### src/hdl/spfs_pkg.sv
package spfs_pkg;

    localparam int STATUS_W = 2;
    localparam int COUNT_W  = 24;
    localparam int WAIT_W   = 12;
    localparam int MAXW_W   = 11;
    localparam int OCC_W    = 7;
    localparam int HOUR_W   = 5;
    localparam int MIN_W    = 6;

    localparam logic CMD_ARRIVE = 1'b0;
    localparam logic CMD_SERVE  = 1'b1;

    localparam logic [STATUS_W-1:0] ST_QUEUED  = 2'd0;
    localparam logic [STATUS_W-1:0] ST_SERVED  = 2'd1;
    localparam logic [STATUS_W-1:0] ST_EMPTY   = 2'd2;
    localparam logic [STATUS_W-1:0] ST_DROPPED = 2'd3;

    localparam int MINUTES_PER_HOUR = 60;
    localparam int WAIT_LIMIT       = 1439;
    localparam logic [COUNT_W-1:0] COUNT_MAX = 24'hFFFFFF;
    localparam int SMALL_MAX        = 127;

    // Commands from the controller to the datapath.
    typedef struct packed {
        logic load;    // capture the input beat and start the head read
        logic commit;  // update queue state and load the result register
    } spfs_cmd_t;

endpackage

### src/hdl/spfs_ctrl.sv
module spfs_ctrl
    import spfs_pkg::*;
(
    input  logic      clk,
    input  logic      rst_n,
    input  logic      in_valid,
    output logic      in_ready,
    output logic      out_valid,
    input  logic      out_ready,
    output spfs_cmd_t cmd
);

    typedef enum logic {
        IDLE,
        EXEC
    } state_t;

    state_t state_reg;
    state_t state_next;
    logic   out_valid_reg;
    logic   out_valid_next;
    logic   load;
    logic   commit;

    assign in_ready  = (state_reg == IDLE);
    assign out_valid = out_valid_reg;
    assign load      = in_valid && (state_reg == IDLE);
    // The result register must be free, or emptied in this cycle, before the commit.
    assign commit    = (state_reg == EXEC) && (!out_valid_reg || out_ready);

    assign cmd.load   = load;
    assign cmd.commit = commit;

    always_comb
    begin
        state_next = state_reg;
        unique case (state_reg)
            IDLE:
            begin
                if (load)
                begin
                    state_next = EXEC;
                end
            end
            EXEC:
            begin
                if (commit)
                begin
                    state_next = IDLE;
                end
            end
            default:
            begin
                state_next = IDLE;
            end
        endcase

        out_valid_next = out_valid_reg;
        if (commit)
        begin
            out_valid_next = 1'b1;
        end
        else if (out_ready)
        begin
            out_valid_next = 1'b0;
        end
    end

    always_ff @(posedge clk or negedge rst_n)
    begin
        if (!rst_n)
        begin
            state_reg     <= IDLE;
            out_valid_reg <= 1'b0;
        end
        else
        begin
            state_reg     <= state_next;
            out_valid_reg <= out_valid_next;
        end
    end

endmodule

### src/hdl/spfs_dp.sv
module spfs_dp
    import spfs_pkg::*;
#(
    parameter int QUEUE_DEPTH = 16,
    parameter int NUM_LEVELS  = 4,
    parameter int TICKET_BITS = 16
)
(
    input  logic                       clk,
    input  logic                       rst_n,
    input  spfs_cmd_t                  cmd,
    input  logic                       command,
    input  logic [15:0]                ticket,
    input  logic [1:0]                 level,
    input  logic [HOUR_W-1:0]          hour,
    input  logic [MIN_W-1:0]           minute,
    output logic [STATUS_W-1:0]        status,
    output logic [15:0]                served_ticket,
    output logic [1:0]                 served_level,
    output logic signed [WAIT_W-1:0]   wait_minutes,
    output logic [COUNT_W-1:0]         total_served,
    output logic [COUNT_W-1:0]         level_served,
    output logic [MAXW_W-1:0]          max_wait,
    output logic [OCC_W-1:0]           peak_occupancy,
    output logic [OCC_W-1:0]           occupancy
);

    localparam int LVL_W   = $clog2(NUM_LEVELS);
    localparam int PTR_W   = $clog2(QUEUE_DEPTH);
    localparam int CNT_W   = $clog2(QUEUE_DEPTH + 1);
    localparam int TOT_W   = $clog2(NUM_LEVELS * QUEUE_DEPTH + 1);
    localparam int ENTRY_W = TICKET_BITS + HOUR_W + MIN_W;
    localparam int MEM_DEPTH = 2 ** (LVL_W + PTR_W);

    logic [ENTRY_W-1:0] mem [MEM_DEPTH];

    logic [PTR_W-1:0]   head_reg  [NUM_LEVELS];
    logic [PTR_W-1:0]   tail_reg  [NUM_LEVELS];
    logic [CNT_W-1:0]   count_reg [NUM_LEVELS];
    logic [COUNT_W-1:0] lvl_served_reg [NUM_LEVELS];
    logic [TOT_W-1:0]   total_reg;
    logic [TOT_W-1:0]   peak_reg;
    logic [COUNT_W-1:0] served_reg;
    logic [MAXW_W-1:0]  max_wait_reg;

    // Input beat, captured at the accept and held until the commit.
    logic                   cmd_reg;
    logic [TICKET_BITS-1:0] ticket_reg;
    logic [1:0]             level_reg;
    logic [HOUR_W-1:0]      hour_reg;
    logic [MIN_W-1:0]       minute_reg;
    logic                   sel_valid_reg;
    logic [LVL_W-1:0]       sel_lvl_reg;
    logic [ENTRY_W-1:0]     rd_data_reg;

    // Result register.
    logic [STATUS_W-1:0]      status_reg;
    logic [15:0]              s_ticket_reg;
    logic [1:0]               s_level_reg;
    logic signed [WAIT_W-1:0] s_wait_reg;
    logic [COUNT_W-1:0]       out_total_reg;
    logic [COUNT_W-1:0]       out_lvl_reg;
    logic [MAXW_W-1:0]        out_max_reg;
    logic [OCC_W-1:0]         out_peak_reg;
    logic [OCC_W-1:0]         out_occ_reg;

    logic                   sel_any;
    logic [LVL_W-1:0]       sel_lvl;
    logic [LVL_W-1:0]       arr_lvl;
    logic                   arr_ok;
    logic                   do_push;
    logic                   do_pop;
    logic [TICKET_BITS-1:0] e_ticket;
    logic [HOUR_W-1:0]      e_hour;
    logic [MIN_W-1:0]       e_minute;
    logic signed [6:0]      hr_diff;
    logic signed [6:0]      mn_diff;
    logic signed [13:0]     w_raw;
    logic signed [WAIT_W-1:0] w_sat;
    logic [TOT_W-1:0]       total_next;
    logic [TOT_W-1:0]       peak_next;
    logic [COUNT_W-1:0]     served_next;
    logic [COUNT_W-1:0]     lvl_served_next;
    logic [MAXW_W-1:0]      max_wait_next;
    logic [STATUS_W-1:0]    status_next;

    function automatic logic [PTR_W-1:0] ptr_inc(input logic [PTR_W-1:0] p);
        logic [PTR_W-1:0] r;
        if (p == PTR_W'(QUEUE_DEPTH - 1))
        begin
            r = '0;
        end
        else
        begin
            r = p + 1'b1;
        end
        return r;
    endfunction

    function automatic logic [OCC_W-1:0] sat_occ(input logic [TOT_W-1:0] v);
        logic [31:0] ext;
        ext = 32'(v);
        return (ext > 32'(SMALL_MAX)) ? OCC_W'(SMALL_MAX) : OCC_W'(ext);
    endfunction

    // Highest-priority non-empty queue, from the counts left by the last item.
    always_comb
    begin
        sel_any = 1'b0;
        sel_lvl = '0;
        for (int i = NUM_LEVELS - 1; i >= 0; i--)
        begin
            if (count_reg[i] != '0)
            begin
                sel_any = 1'b1;
                sel_lvl = LVL_W'(i);
            end
        end
    end

    assign arr_lvl = LVL_W'(level_reg);
    assign arr_ok  = (32'(level_reg) < 32'(NUM_LEVELS))
                     && (count_reg[arr_lvl] != CNT_W'(QUEUE_DEPTH));
    assign do_push = cmd.commit && (cmd_reg == CMD_ARRIVE) && arr_ok;
    assign do_pop  = cmd.commit && (cmd_reg == CMD_SERVE) && sel_valid_reg;

    assign {e_ticket, e_hour, e_minute} = rd_data_reg;

    always_comb
    begin
        hr_diff = $signed({2'b00, hour_reg}) - $signed({2'b00, e_hour});
        mn_diff = $signed({1'b0, minute_reg}) - $signed({1'b0, e_minute});
        w_raw   = 14'(hr_diff) * 14'(MINUTES_PER_HOUR) + 14'(mn_diff);
        if (w_raw > 14'(WAIT_LIMIT))
        begin
            w_sat = WAIT_W'(WAIT_LIMIT);
        end
        else if (w_raw < -14'(WAIT_LIMIT))
        begin
            w_sat = -WAIT_W'(WAIT_LIMIT);
        end
        else
        begin
            w_sat = WAIT_W'(w_raw);
        end
    end

    always_comb
    begin
        total_next      = total_reg;
        peak_next       = peak_reg;
        served_next     = served_reg;
        lvl_served_next = lvl_served_reg[sel_lvl_reg];
        max_wait_next   = max_wait_reg;
        if (cmd_reg == CMD_ARRIVE)
        begin
            status_next = arr_ok ? ST_QUEUED : ST_DROPPED;
            if (arr_ok)
            begin
                total_next = total_reg + 1'b1;
                if (total_next > peak_reg)
                begin
                    peak_next = total_next;
                end
            end
        end
        else if (sel_valid_reg)
        begin
            status_next = ST_SERVED;
            total_next  = total_reg - 1'b1;
            if (served_reg != COUNT_MAX)
            begin
                served_next = served_reg + 1'b1;
            end
            if (lvl_served_reg[sel_lvl_reg] != COUNT_MAX)
            begin
                lvl_served_next = lvl_served_reg[sel_lvl_reg] + 1'b1;
            end
            // A negative wait never raises the maximum.
            if ((w_sat > 0) && (MAXW_W'(w_sat) > max_wait_reg))
            begin
                max_wait_next = MAXW_W'(w_sat);
            end
        end
        else
        begin
            status_next = ST_EMPTY;
        end
    end

    always_ff @(posedge clk)
    begin
        if (do_push)
        begin
            mem[{arr_lvl, tail_reg[arr_lvl]}] <= {ticket_reg, hour_reg, minute_reg};
        end
        if (cmd.load)
        begin
            rd_data_reg <= mem[{sel_lvl, head_reg[sel_lvl]}];
        end
    end

    always_ff @(posedge clk)
    begin
        if (cmd.load)
        begin
            cmd_reg       <= command;
            ticket_reg    <= TICKET_BITS'(ticket);
            level_reg     <= level;
            hour_reg      <= hour;
            minute_reg    <= minute;
            sel_valid_reg <= sel_any;
            sel_lvl_reg   <= sel_lvl;
        end
        if (cmd.commit)
        begin
            status_reg    <= status_next;
            out_total_reg <= served_next;
            out_max_reg   <= max_wait_next;
            out_peak_reg  <= sat_occ(peak_next);
            out_occ_reg   <= sat_occ(total_next);
            if (status_next == ST_SERVED)
            begin
                s_ticket_reg <= 16'(e_ticket);
                s_level_reg  <= 2'(sel_lvl_reg);
                s_wait_reg   <= w_sat;
                out_lvl_reg  <= lvl_served_next;
            end
            else
            begin
                s_ticket_reg <= '0;
                s_level_reg  <= '0;
                s_wait_reg   <= '0;
                out_lvl_reg  <= '0;
            end
        end
    end

    always_ff @(posedge clk or negedge rst_n)
    begin
        if (!rst_n)
        begin
            for (int i = 0; i < NUM_LEVELS; i++)
            begin
                head_reg[i]       <= '0;
                tail_reg[i]       <= '0;
                count_reg[i]      <= '0;
                lvl_served_reg[i] <= '0;
            end
            total_reg    <= '0;
            peak_reg     <= '0;
            served_reg   <= '0;
            max_wait_reg <= '0;
        end
        else if (cmd.commit)
        begin
            total_reg    <= total_next;
            peak_reg     <= peak_next;
            served_reg   <= served_next;
            max_wait_reg <= max_wait_next;
            if (do_push)
            begin
                tail_reg[arr_lvl]  <= ptr_inc(tail_reg[arr_lvl]);
                count_reg[arr_lvl] <= count_reg[arr_lvl] + 1'b1;
            end
            if (do_pop)
            begin
                head_reg[sel_lvl_reg]       <= ptr_inc(head_reg[sel_lvl_reg]);
                count_reg[sel_lvl_reg]      <= count_reg[sel_lvl_reg] - 1'b1;
                lvl_served_reg[sel_lvl_reg] <= lvl_served_next;
            end
        end
    end

    assign status         = status_reg;
    assign served_ticket  = s_ticket_reg;
    assign served_level   = s_level_reg;
    assign wait_minutes   = s_wait_reg;
    assign total_served   = out_total_reg;
    assign level_served   = out_lvl_reg;
    assign max_wait       = out_max_reg;
    assign peak_occupancy = out_peak_reg;
    assign occupancy      = out_occ_reg;

endmodule

### src/hdl/strict_priority_fifo_scheduler_top.sv
// Channel   Handshake              Beat contents
// input     in_valid / in_ready    command, ticket, level, hour, minute
// output    out_valid / out_ready  status, served_ticket, served_level, wait_minutes,
//                                  total_served, level_served, max_wait,
//                                  peak_occupancy, occupancy
//
// For every item the accept edge reads the head entry of the
// highest-priority non-empty queue from the entry memory, and the commit edge
// updates pointers, counts and statistics and loads the result register.
// An item is accepted while a previous result still waits in the result register.
// The commit stalls while that register is full and out_ready is low.
// Reset clears pointers, counts and statistics at once; the entry memory is not cleared.
module strict_priority_fifo_scheduler_top
    import spfs_pkg::*;
#(
    parameter int QUEUE_DEPTH = 16,
    parameter int NUM_LEVELS  = 4,
    parameter int TICKET_BITS = 16
)
(
    input  logic                     clk,
    input  logic                     rst_n,
    input  logic                     in_valid,
    output logic                     in_ready,
    input  logic                     command,
    input  logic [15:0]              ticket,
    input  logic [1:0]               level,
    input  logic [HOUR_W-1:0]        hour,
    input  logic [MIN_W-1:0]         minute,
    output logic                     out_valid,
    input  logic                     out_ready,
    output logic [STATUS_W-1:0]      status,
    output logic [15:0]              served_ticket,
    output logic [1:0]               served_level,
    output logic signed [WAIT_W-1:0] wait_minutes,
    output logic [COUNT_W-1:0]       total_served,
    output logic [COUNT_W-1:0]       level_served,
    output logic [MAXW_W-1:0]        max_wait,
    output logic [OCC_W-1:0]         peak_occupancy,
    output logic [OCC_W-1:0]         occupancy
);

    spfs_cmd_t cmd;

    spfs_ctrl u_ctrl (
        .clk       (clk),
        .rst_n     (rst_n),
        .in_valid  (in_valid),
        .in_ready  (in_ready),
        .out_valid (out_valid),
        .out_ready (out_ready),
        .cmd       (cmd)
    );

    spfs_dp #(
        .QUEUE_DEPTH (QUEUE_DEPTH),
        .NUM_LEVELS  (NUM_LEVELS),
        .TICKET_BITS (TICKET_BITS)
    ) u_dp (
        .clk            (clk),
        .rst_n          (rst_n),
        .cmd            (cmd),
        .command        (command),
        .ticket         (ticket),
        .level          (level),
        .hour           (hour),
        .minute         (minute),
        .status         (status),
        .served_ticket  (served_ticket),
        .served_level   (served_level),
        .wait_minutes   (wait_minutes),
        .total_served   (total_served),
        .level_served   (level_served),
        .max_wait       (max_wait),
        .peak_occupancy (peak_occupancy),
        .occupancy      (occupancy)
    );

endmodule

### config.mk
export PLATFORM = sky130hd
export DESIGN_NAME = strict_priority_fifo_scheduler_top
export DESIGN_NICKNAME = d
export VERILOG_FILES = /design/src/hdl/spfs_pkg.sv /design/src/hdl/spfs_ctrl.sv /design/src/hdl/spfs_dp.sv /design/src/hdl/strict_priority_fifo_scheduler_top.sv
export SDC_FILE = /design/constraint.sdc
export NUM_CORES = 2
export LEC_CHECK = 0
export BUFFER_PORTS_ARGS = -buffer_cell sky130_fd_sc_hd__clkbuf_2
export CAP_MARGIN = 15
export CORE_MARGIN = 2
export CORE_UTILIZATION = 57
export DETAILED_ROUTE_END_ITERATION = 10
export PLACE_DENSITY_LB_ADDON = 0.05
export SYNTH_ARGS = -nofsm -noshare
export SYNTH_HDL_FRONTEND = slang
export SYNTH_SLANG_ARGS = --single-unit
### constraint.sdc
create_clock -name clk -period 8.2 [get_ports clk]
set_input_delay 0.41 -clock clk [delete_from_list [all_inputs] [get_ports clk]]
set_output_delay 0.41 -clock clk [all_outputs]
set_load 0.01 [all_outputs]
==> results_dict.tcl <==
set metrics [dict create \
    regArea_um2 61820 \
    period_needed_ns 7.653 \
    max_freq_mhz 130.7 \
    gr-total-overflow 0 \
    synth_top_area_share_pct 66.57 \
    worst_pin_slew_ns 1.209 \
    cts_sinks 2092 \
    synth_ff_type "edfxtp_1" \
    cp_common_cell "ha_1" \
    die-area_um2 152900 \
    finalMaxSlewViolations 0 \
    ys.warnings.count 0 \
    synth.distinct_cells 75 \
    netlist_instances 5925 \
    synth.area.top_cells "edfxtp_1, dfrtp_1, nand2_1, mux2i_1, nand3_1" \
    outcome "completed" \
    numPortBuffers 140 \
    required_ns 8.77 \
    start_kind "register" \
    place_inst 7844 \
    cts_buffer_depth 3 \
    hp-class "input pin to register" \
    cts_tree "yes" \
    vias_per_cell 6.354 \
    die_w_um 391.1 \
    gp_congestion 0.8572 \
    yosysMostFrequentCell "edfxtp_1" \
    dp_hpwl_mm 130.7 \
    ios 141 \
    ant_nets 0 \
    dr.pass1.iters 6 \
    holdWs_ns 0.05715 \
    grt_start_max_net_pins 148 \
    multiInputGateArea_um2 22190 \
    grt_pass1_wl_mm 344.5 \
    period_share_pct 93.33 \
    clockRootBuffer "clkbuf_16" \
    critPathCaptureType "register" \
    antenna_found_initial 15 \
    areaGrowthSynthToFinish_pct 12.12 \
    die_height_um 391.1 \
    slew_headroom_pct 19.40 \
    critPathBufInv 4 \
    avgRoutedWirePerCell_um 28.92 \
    synth_edf_count 1893 \
    cp_top_family "adder cells" \
    largest_register_ffs 1728 \
    synth_seq_cells 2092 \
    drt_iter0_drc 6698 \
    cts_made_buffers 207 \
    grt_pass1_vias 49790 \
    core_um2 149200 \
    drv_cap 0 \
    finalHoldViolations 0 \
    crit_type "register to register" \
    route.detailed.drc 0 \
    initial_utilization_pct 57.22 \
    drive_gt1_share_pct 12.95 \
    grt_usage_pct 31.18 \
    cpPeakStageDelay_ns 0.59 \
    htreeDepth 4 \
    vias 52400 \
    yosysSeqAreaShare_pct 72.40 \
    cp_max_fo 11 \
    routed_wl_mm 238.5 \
    synth_commonest_cells "edfxtp_1, nand2_1, nand3_1, mux2i_1, nor2_1" \
    fill_cells 10980 \
    core.rowCount 142 \
    fin_setup_tns_ns 0 \
    synthesis.nets 6033 \
    clk_pin_slew_worst_paths_ns 0.06 \
    cp.arrival_ns 8.23 \
    fin_nets 6247 \
    slowest_stage "fa_1" \
    setup_viol 0 \
    synth_top_cell_by_area "edfxtp_1" \
    synth_area_um2 85400 \
    finalClockSkew_ns 0.02982 \
    clk_latency_ns 0.84 \
    synth_area_per_cell_um2 14.41 \
    layoutNonFillerInstCount 8247 \
    async_reset_ff_share_pct 9.512 \
]
[worst reg2reg max path, delay by kind of cell (launching register included)]
family / cells / cell delay (ns)
xor+xnor: 1 / 0.14
compound gates: 12 / 1.65
fa+ha+maj: 8 / 2.88
buf+inv: 4 / 0.37
simple gates: 8 / 1.37
mux: 2 / 0.62
flops: 1 / 0.38
[cells by family (layout without fill, tap and decap cells)]
family	after synthesis	in the layout	share of synthesized area, %
AND/OR/NAND/NOR	2114	2114	10.95
flip-flops	2092	2092	72.40
AO/OA/AOI/OAI	651	651	5.956
multiplexers	456	456	6.029
buffers and inverters	421	798	2.312
XOR/XNOR	117	117	1.200
adder cells (fa/ha/maj)	74	74	1.155
other	0	1	0
[layout by cell type, fill, tap and decap left out, types with 19 or more instances in the layout]
cell type	Yosys	layout
and4_1	31	31
o41ai_1	27	27
o221ai_1	29	29
a311oi_1	83	83
xor2_1	56	56
clkbuf_1	192	54
mux2i_1	360	360
and3_1	119	119
clkinv_2	0	27
clkbuf_2	0	139
nand2_1	1130	1126
nor4_1	31	28
ha_1	66	65
nor2_1	229	161
nand4_1	19	19
nand3_1	461	459
edfxtp_1	1893	1893
o211ai_1	21	21
nor2_2	5	21
a311o_1	26	26
a221oi_1	129	129
buf_4	18	174
mux4_2	41	41
xnor2_1	61	58
o2111ai_1	74	74
mux2_2	50	50
clkbuf_16	0	209
o21ai_0	68	67
nor3_1	27	26
dlygate4sd3_1	0	26
a21oi_1	92	88
a32oi_1	28	28
dfrtp_1	199	199
inv_1	72	71
nor2_4	1	53
clkinv_1	0	47
[path summary, 6_finish.rpt]
path	end	cells past startpoint	start	slack [ns]
min reg2reg	u_dp.lvl_served_reg[5]$_DFFE_PN0P_	2	u_dp.lvl_served_reg[5]$_DFFE_PN0P_	0.48
max in group asynchronous	u_dp.max_wait_reg[2]$_DFFE_PN0P_	4	rst_n	6.02
min	u_dp.hour_reg[0]$_DFFE_PP_	1	hour[0]	0.06
max reg2reg	u_dp.max_wait[10]$_DFFE_PP_	35	u_dp.rd_data_reg[6]$_DFFE_PP_	0.55
max	u_dp.max_wait[10]$_DFFE_PP_	35	u_dp.rd_data_reg[6]$_DFFE_PP_	0.55
min in group asynchronous	u_dp.lvl_served_reg[84]$_DFFE_PN0P_	2	rst_n	0.23
[layer usage]
| layer | share of wire (%) | track usage, % |
|---|---|---|
| met1 | 40 | 44.29 |
| met2 | 47 | 48.75 |
| met3 | 9.2 | 5.529 |
| met4 | 3.7 | 11.43 |
| met5 | 0.029 | 0 |
[cell type report]
cell class | count | area share, %
sequential | 2092 | 64.57
multi-input combinational | 3412 | 23.18
clock buffer | 267 | 5.732
timing repair buffer | 354 | 2.661
tap | 1944 | 2.540
clock inverter | 105 | 1.026
inverter | 72 | 0.2875
antenna | 1 | 0.002614
[through the flow]
step	utilization [%]	instance area, µm²	setup slack (ns)
6_report	64.15	95740	0.5466
3_5_place_dp	59.57	88900	0.1599
2_1_floorplan	-	85410	0.03144
3_3_place_gp	59.57	88900	0.2733
4_1_cts	64.08	95630	0.1206
5_1_grt	64.15	95740	-0.01729
[what timing repair did]
action / CTS / global route
gates resized for setup: 0 / 13
setup endpoints to repair: 0 / 22
hold buffers: 26 / 0
buffers inserted: 0 / 2
hold endpoints to repair: 123 / 0
Power is not shown: default switching activity piles up to over one toggle a cycle in this logic, so the estimate is an artifact.
